## config.mk

```make
export PLATFORM = sky130hd
export DESIGN_NAME = rbsi_div
export DESIGN_NICKNAME = d
export VERILOG_FILES = /design/src/rtl/rbsi_pkg.sv /design/src/rtl/rbsi_div.sv
export SDC_FILE = /design/constraint.sdc
export NUM_CORES = 2
export LEC_CHECK = 0
export ABC_AREA = 0
export BUFFER_PORTS_ARGS = -buffer_cell sky130_fd_sc_hd__buf_2
export CAP_MARGIN = 0
export CORE_MARGIN = 2
export CORE_UTILIZATION = 64
export DETAILED_ROUTE_END_ITERATION = 10
export PLACE_DENSITY = 0.88
export SLEW_MARGIN = 10
export SYNTH_ARGS = -nofsm -noshare
export SYNTH_HDL_FRONTEND = slang
export SYNTH_MEMORY_MAX_BITS = 65536
export SYNTH_SLANG_ARGS = --single-unit
```

## constraint.sdc

```tcl
create_clock -name clk -period 11 [get_ports clk]
set_input_delay 3.3 -clock clk [delete_from_list [all_inputs] [get_ports clk]]
set_output_delay 3.3 -clock clk [all_outputs]
set_load 0.02 [all_outputs]
```

## src/rtl/rbsi_pkg.sv

```systemverilog
// ----------------------------------------------------------------------------
// rbsi_pkg: shared constants and types for the ray/box slab intersection unit
// Fixed-point format, divider geometry, register indexes and pipeline types.
// ----------------------------------------------------------------------------
package rbsi_pkg;

  // Q-format of all coordinates and distances
  localparam int FRAC_BITS = 16;
  localparam int Q_W       = 32;

  // bound - origin needs one extra bit
  localparam int DIFF_W    = Q_W + 1;
  // scaled numerator magnitude and the part above the quotient width
  localparam int NUM_W     = DIFF_W + FRAC_BITS;
  localparam int HI_W      = NUM_W - Q_W;

  // divider stages: abs stage, overflow/setup stage, one stage per quotient
  // bit, then the saturation stage
  localparam int DIV_LAT   = Q_W + 3;

  localparam int AXES      = 3;
  localparam int CFG_IDX_W = 3;
  localparam int IN_W      = 2 * AXES * Q_W;
  localparam int OUT_W     = 2 * Q_W;

  localparam logic signed [Q_W-1:0] Q_MAX = {1'b0, {(Q_W-1){1'b1}}};
  localparam logic signed [Q_W-1:0] Q_MIN = {1'b1, {(Q_W-1){1'b0}}};

  // configuration register indexes
  localparam logic [CFG_IDX_W-1:0] REG_BOX_MIN_X = 3'd0;
  localparam logic [CFG_IDX_W-1:0] REG_BOX_MIN_Y = 3'd1;
  localparam logic [CFG_IDX_W-1:0] REG_BOX_MIN_Z = 3'd2;
  localparam logic [CFG_IDX_W-1:0] REG_BOX_MAX_X = 3'd3;
  localparam logic [CFG_IDX_W-1:0] REG_BOX_MAX_Y = 3'd4;
  localparam logic [CFG_IDX_W-1:0] REG_BOX_MAX_Z = 3'd5;

  // per-ray flags that ride alongside the dividers
  typedef struct packed {
    logic [AXES-1:0] zero;
    logic [AXES-1:0] neg;
    logic            outside;
  } side_t;

  typedef struct packed {
    logic                  hit;
    logic signed [Q_W-1:0] t_enter;
    logic signed [Q_W-1:0] t_exit;
  } result_t;

endpackage

```

## src/rtl/rbsi_div.sv

```systemverilog
// ----------------------------------------------------------------------------
// rbsi_div: pipelined saturating fixed-point divider
// Computes sat((num_diff << FRAC_BITS) / den), truncated toward zero, with a
// restoring subtract of one quotient bit per stage.
// ----------------------------------------------------------------------------
module rbsi_div (
  input  logic                               clk,
  input  logic                               en,
  input  logic signed [rbsi_pkg::DIFF_W-1:0] num_diff,
  input  logic signed [rbsi_pkg::Q_W-1:0]    den,
  output logic signed [rbsi_pkg::Q_W-1:0]    quo
);
  import rbsi_pkg::*;

  // abs stage
  logic [DIFF_W-1:0] a_mag;
  logic [Q_W-1:0]    a_dm;
  logic              a_neg;

  logic [NUM_W-1:0]  num_full;
  logic [HI_W-1:0]   num_hi;

  // bit stages, index 0 is the setup stage
  logic [Q_W-1:0]    rem  [Q_W];
  logic [Q_W-1:0]    low  [Q_W];
  logic [Q_W-1:0]    quot [Q_W+1];
  logic [Q_W-1:0]    dm   [Q_W];
  logic [Q_W:0]      ovf;
  logic [Q_W:0]      neg;
  logic [Q_W+1:0]    trial [Q_W];

  logic [Q_W-1:0]    q_fin;

  always_ff @(posedge clk) begin
    if (en) begin
      a_mag <= num_diff[DIFF_W-1] ? DIFF_W'(-num_diff) : DIFF_W'(num_diff);
      a_dm  <= den[Q_W-1] ? Q_W'(-den) : Q_W'(den);
      a_neg <= num_diff[DIFF_W-1] ^ den[Q_W-1];
    end
  end

  assign num_full = {a_mag, {FRAC_BITS{1'b0}}};
  assign num_hi   = num_full[NUM_W-1:Q_W];

  always_comb begin
    for (int k = 0; k < Q_W; k++) begin
      trial[k] = {1'b0, rem[k], low[k][Q_W-1]} - {2'b00, dm[k]};
    end
  end

  always_ff @(posedge clk) begin
    if (en) begin
      // quotient overflows Q_W bits exactly when the high part reaches the divisor
      rem[0]  <= Q_W'(num_hi);
      low[0]  <= num_full[Q_W-1:0];
      quot[0] <= '0;
      dm[0]   <= a_dm;
      ovf[0]  <= Q_W'(num_hi) >= a_dm;
      neg[0]  <= a_neg;
      for (int k = 0; k < Q_W; k++) begin
        quot[k+1] <= {quot[k][Q_W-2:0], ~trial[k][Q_W+1]};
        ovf[k+1]  <= ovf[k];
        neg[k+1]  <= neg[k];
      end
      for (int k = 0; k < Q_W-1; k++) begin
        if (trial[k][Q_W+1]) begin
          rem[k+1] <= {rem[k][Q_W-2:0], low[k][Q_W-1]};
        end else begin
          rem[k+1] <= trial[k][Q_W-1:0];
        end
        low[k+1] <= {low[k][Q_W-2:0], 1'b0};
        dm[k+1]  <= dm[k];
      end
    end
  end

  assign q_fin = quot[Q_W];

  // sign and saturation
  always_ff @(posedge clk) begin
    if (en) begin
      if (ovf[Q_W]) begin
        quo <= neg[Q_W] ? Q_MIN : Q_MAX;
      end else if (neg[Q_W]) begin
        quo <= (q_fin[Q_W-1] && (|q_fin[Q_W-2:0])) ? Q_MIN : (~q_fin + 1'b1);
      end else begin
        quo <= q_fin[Q_W-1] ? Q_MAX : q_fin;
      end
    end
  end

endmodule

```

[Word level (Yosys, flattened, before mapping)]
Memory sizes are Yosys's and may differ from the RTL's.
Index checks and enable logic that the tools add are counted.
Word-level totals
  output and inout bits: 32
  bits in registers: 164
  memories kept: 4
  memory bits (writable): 4096
  logic and storage cells: 341
  input bits: 67
Memories
  quot: words 33, bits a word 32, rd ports 33, clocked after Yosys merged registers in 0, write ports 33, line rbsi_div.sv:26  | logic [Q_W-1:0] quot [Q_W+1];
  dm: words 32, bits a word 32, rd ports 32, clocked after Yosys merged registers in 0, write ports 32, line rbsi_div.sv:27  | logic [Q_W-1:0] dm [Q_W];
  rem: words 32, bits a word 32, rd ports 32, clocked after Yosys merged registers in 0, write ports 32, line rbsi_div.sv:24  | logic [Q_W-1:0] rem [Q_W];
  low: words 32, bits a word 31, rd ports 32, clocked after Yosys merged registers in 0, write ports 32, line rbsi_div.sv:25  | logic [Q_W-1:0] low [Q_W];
Operators by class
  $lt $le $gt $ge: 1
  $add $sub $neg: 35
  bitwise gates (word level): 65
  reduce and logical (&&, ||, !) cells: 2
  mux-type cells: 226
Operators by type and width (count)
  $mux W32: 36
  $sub A33 B32 Y34: 32
  $mux W1: 188
  $mux W31: 2
  $neg A33 Y33: 1
  $add A32 B1 Y32 const B: 1
  $ge A17 B32 Y1: 1
  $neg A32 Y32: 1
  $not A1 Y1: 32
  $not A32 Y32: 1
  $or A1 B1 Y1: 31
  $reduce_or A31 Y1: 1
  $logic_and A1 B1 Y1: 1
  $xor A1 B1 Y1: 1

[Longest topological paths before layout]
An unclocked memory read counts as a cell.
  depth in word-level cells: 6
  mapped depth: 15

[Worst setup path before layout]
No wires, ideal clock.
  path kind: input -> register
  start: input port den[5] (netlist bit)
  end: register a_dm[29], data pin
  setup time: 0.262 ns
  arrival time: 5.529 ns
  stages: 8
  path slack: 5.209 ns
  cell sequence: nor4_1 nand3_1 or3_1 or3_1 or3_1 nand2b_1 o31ai_1 xnor2_1
Between the ends
  cells in the longest elaborated chain, start to end: 2
Ends and longest elaborated chain
  start: declaration: line rbsi_div.sv:10  | input logic signed [rbsi_pkg::Q_W-1:0] den,
  $neg A32 Y32: line rbsi_div.sv:37  | a_dm <= den[Q_W-1] ? Q_W'(-den) : Q_W'(den);
  $mux W31: line rbsi_div.sv:37
  end signal: assignment: line rbsi_div.sv:37
  end: declaration: line rbsi_div.sv:17  | logic [Q_W-1:0] a_dm;
No other way between the ends.
A chain may end at the register's enable or synchronous reset.

==> summary.txt <==
Logic synthesis
  • Post-synth top flop: edfxtp_1
  • Post-synth EDFFs: 2861
  • Commonest cells post-synth: 2861 x edfxtp_1, 1271 x inv_1, 1014 x ha_1
  • Cell area after synthesis: 151000 µm²
  • Most frequent cell after synthesis: edfxtp_1
  • Async S/R FF share, synth: 0%
  • Area share of fa/ha/maj cells after synthesis: 8.80%
  • Synthesized flop and latch total: 2861
  • Synth Area in Compound Gates: 13.3%
  • Yosys warns: 0
  • Cells after synthesis: 12600
  • Sequential fraction of the synthesis area: 56.8%
  • Syn avg cell area: 12.0 µm²
  • Synth area leaders: edfxtp_1 57%, ha_1 8.4%, mux2_2 3.9%, inv_1 3.2%, xnor2_1 3.1%
  • Yosys top cell area share: 56.8%
  • Mux cell area share after synthesis: 4.16%
  • Largest family of logic cells by synthesized area: compound AO/OA/AOI/OAI gates
  • Post-synthesis cell type count: 106
  • Cell accounting for the most synthesized area: edfxtp_1
  • Simple-Gate Fraction of Synth Area: 8.10%
  • Synth Area in XOR/XNOR: 4.87%

Clock network
  • Maximum clock path buffer count: 4
  • PostCTS Resize Cnt: 0
  • CTS tree: done
  • Post-CTS Setup Bufs: 0
  • H-tree lvl count: 5
  • Clock-pin transition on the worst setup and hold timing paths: 0.06 ns
  • Clock buffer count from CTS: 313
  • CTS root buf: clkbuf_16
  • Post-CTS Hold Fix Bufs: 0
  • Clock insertion delay at the later pin of the skew report: 0.94 ns
  • Clk sinks: 2861

Setup path
  • Required time of the critical path: 11.80 ns
  • Reg2reg setup slack: 5.39 ns
  • Worst setup path class: input port to register
  • Buf/Inv on CP: 4
  • WP data arrival: 6.42 ns
  • CP top delay family: buffers and inverters
  • Slowest cell on the critical path: buf_4
  • Worst Setup Start Kind: input port
  • Worst r2r src: dm[1][389]
  • Setup crit start: en
  • Critical path fanouts, max: 84
  • R2r worst-path depth: 13
  • Worst r2r dst: rem[1][446]
  • Critical-path cell list: buf_12 > buf_4 > buf_4 > buf_4 > and3_1
  • CP max stage delay: 0.93 ns
  • CP endpoint kind: register
  • Worst path most repeated cell: buf_4

Routing
  • DR vias/cell: 6.20
  • Wire per inst: 20.3 µm
  • Via count: 100000
  • First-pass DRT Iterations: 6
  • Antenna-violating nets left: 0
  • Max Used Layer: met4
  • WL final: 328 mm
  • WL met1: 131 mm
  • DRC viols: 0
  • Met2 wire length: 164 mm
  • Met3 WL: 18.6 mm
  • DR iter-0 viols: 10200

Final layout
  • Fillers: 15300
  • Area Overhead vs Synth: 9.06%
  • Finished Cell Area: 165000 µm²
  • Multi-input logic area: 59500 µm²
  • Share of layout cells above drive strength 1: 9.49%
  • Nets: 13900
  • Register area: 85900 µm²

Global route
  • Initial antenna violation count: 6
  • First-pass GRT wire length: 523 mm
  • Tot GR Track Use: 26.7%
  • Gr ovfl total: 0
  • Largest net degree at the start of global routing: 202
  • Vias in the first global route: 100000

Power
  • Lkg Pwr: 67.1 nW
  • Max IR drop VDD: 0.236 mV
  • Power density over cell area: 224 nW/µm²

STA
  • Rel. slew slack: 18.8%
  • Tmin final: 5.62 ns
  • Slew Viols, Final: 0
  • Setup TNS: 0 ns
  • Max frequency: 0.178 GHz
  • Setup Skew: 0.0798 ns
  • Fin crit share: 51.1%
  • Setup violators final: 0
  • RSZ-0062 raised after global routing: no
  • Fin. Hold Viols: 0
  • Slew at the pin with the worst max-slew slack: 1.22 ns

Hold path
  • Hold EP: quot[0][589]
  • Min-Delay Path Class: register to register
  • WHS Path Cells: 0
  • Min-delay src: quot[0][556]

Placement
  • DP HPWL: 232 mm
  • Dpl cell area: 155000 µm²
  • Routability Congestion: 0.959
  • I/O Buffers: 98

Die
  • Overall die area: 240000 µm²
  • Initial Utilization: 64.3%
  • Ports: 99
  • Placement Rows: 178
  • Vert. Die Dim: 490 µm
  • Core Area: 235000 µm²
  • Die width: 490 µm

Status
  • Status: completed

Run
  • Number of max-cap violations: 0
routing by layer:
layer	up-vias	global-route usage (%)
li1	46700	-
met1	48600	33.8
met2	3762	46.4
met3	964	3.60
met4	0	10.9
met5	-	0
how the worst max path moves through the flow:
stage | to | slack [ns] | cells past startpoint
finish | rem[1][448] | 5.38 | 5
global route | rem[1][434] | 5.20 | 13
CTS | rem[1][448] | 5.38 | 5
detailed placement | rem[1][448] | 4.39 | 5
global placement | rem[1][484] | 4.48 | 9
floorplan | a_dm[29] | 5.21 | 8
final cells by class:
cell class / instances / area share, %
diodes: 1 / 0.00152
clock buffers: 363 / 4.93
clock inverters: 173 / 0.955
inverters: 1272 / 2.90
multi-input cells: 8152 / 36.1
flip-flops and latches: 2861 / 52.1
well taps: 3150 / 2.39
repair buffers: 157 / 0.657
registers in the layout, indices dropped and copies added, names as in the netlist:
signal / count
dm: 1024
rem: 1009
quot: 528
low: 136
a_mag: 33
neg: 33
ovf: 33
a_dm: 32
quo: 32
a_neg: 1
through the flow:
stage | std cells | worst slack, ns | util (%) | hold WS (ns) | power [mW]
finish | 16100 | 5.38 | 70.2 | 0.383 | 36.9
floorplan | 12600 | 5.21 | - | 0.400 | 23.7
detailed placement | 15600 | 4.39 | 66.0 | 0.405 | 26.6
CTS | 16100 | 5.38 | 70.2 | 0.386 | 36.8
global placement | 15600 | 4.48 | 66.0 | 0.400 | 25.9
global route | 16100 | 5.20 | 70.2 | 0.390 | 38.7
placed cells by master (no fill, tap or decap), types with 29 or more instances in the layout:
cell type,count
a21oi_1,840
o21ai_0,793
nor3_1,125
edfxtp_1,2861
mux2_2,517
a31oi_1,106
nor4_1,36
o31ai_1,105
or4_1,29
clkinv_1,59
and3_1,95
or3_1,61
nor2b_1,160
xnor2_1,539
nor2_1,545
xor2_1,302
nand2b_1,163
mux2i_1,45
buf_2,97
a31o_2,32
clkbuf_16,318
a21o_1,508
inv_1,1270
or2_2,35
o21bai_1,104
nand4_1,93
nand2_1,861
ha_1,1014
o31a_1,35
buf_4,47
nand3_1,181
clkinv_2,62
o211ai_1,36
a211oi_1,93
fa_1,31
o21a_1,152
a21boi_0,32
and2_1,50
clkbuf_1,45
where the power goes:
group          internal (mW)  switching (mW)
Sequential              14.1            1.03
Combinational           5.05            6.58
Clock                   5.90            4.21
Total                   25.1            11.8
cell families after synthesis:
| kind of cell | Yosys count |
|---|---|
| AO/OA/AOI/OAI | 3160 |
| flip-flops | 2861 |
| AND/OR/NAND/NOR | 2536 |
| buffers and inverters | 1561 |
| adder cells (fa/ha/maj) | 1045 |
| XOR/XNOR | 841 |
| multiplexers | 563 |
| other | 1 |
Note: power is estimated with default switching activity, not from simulation.
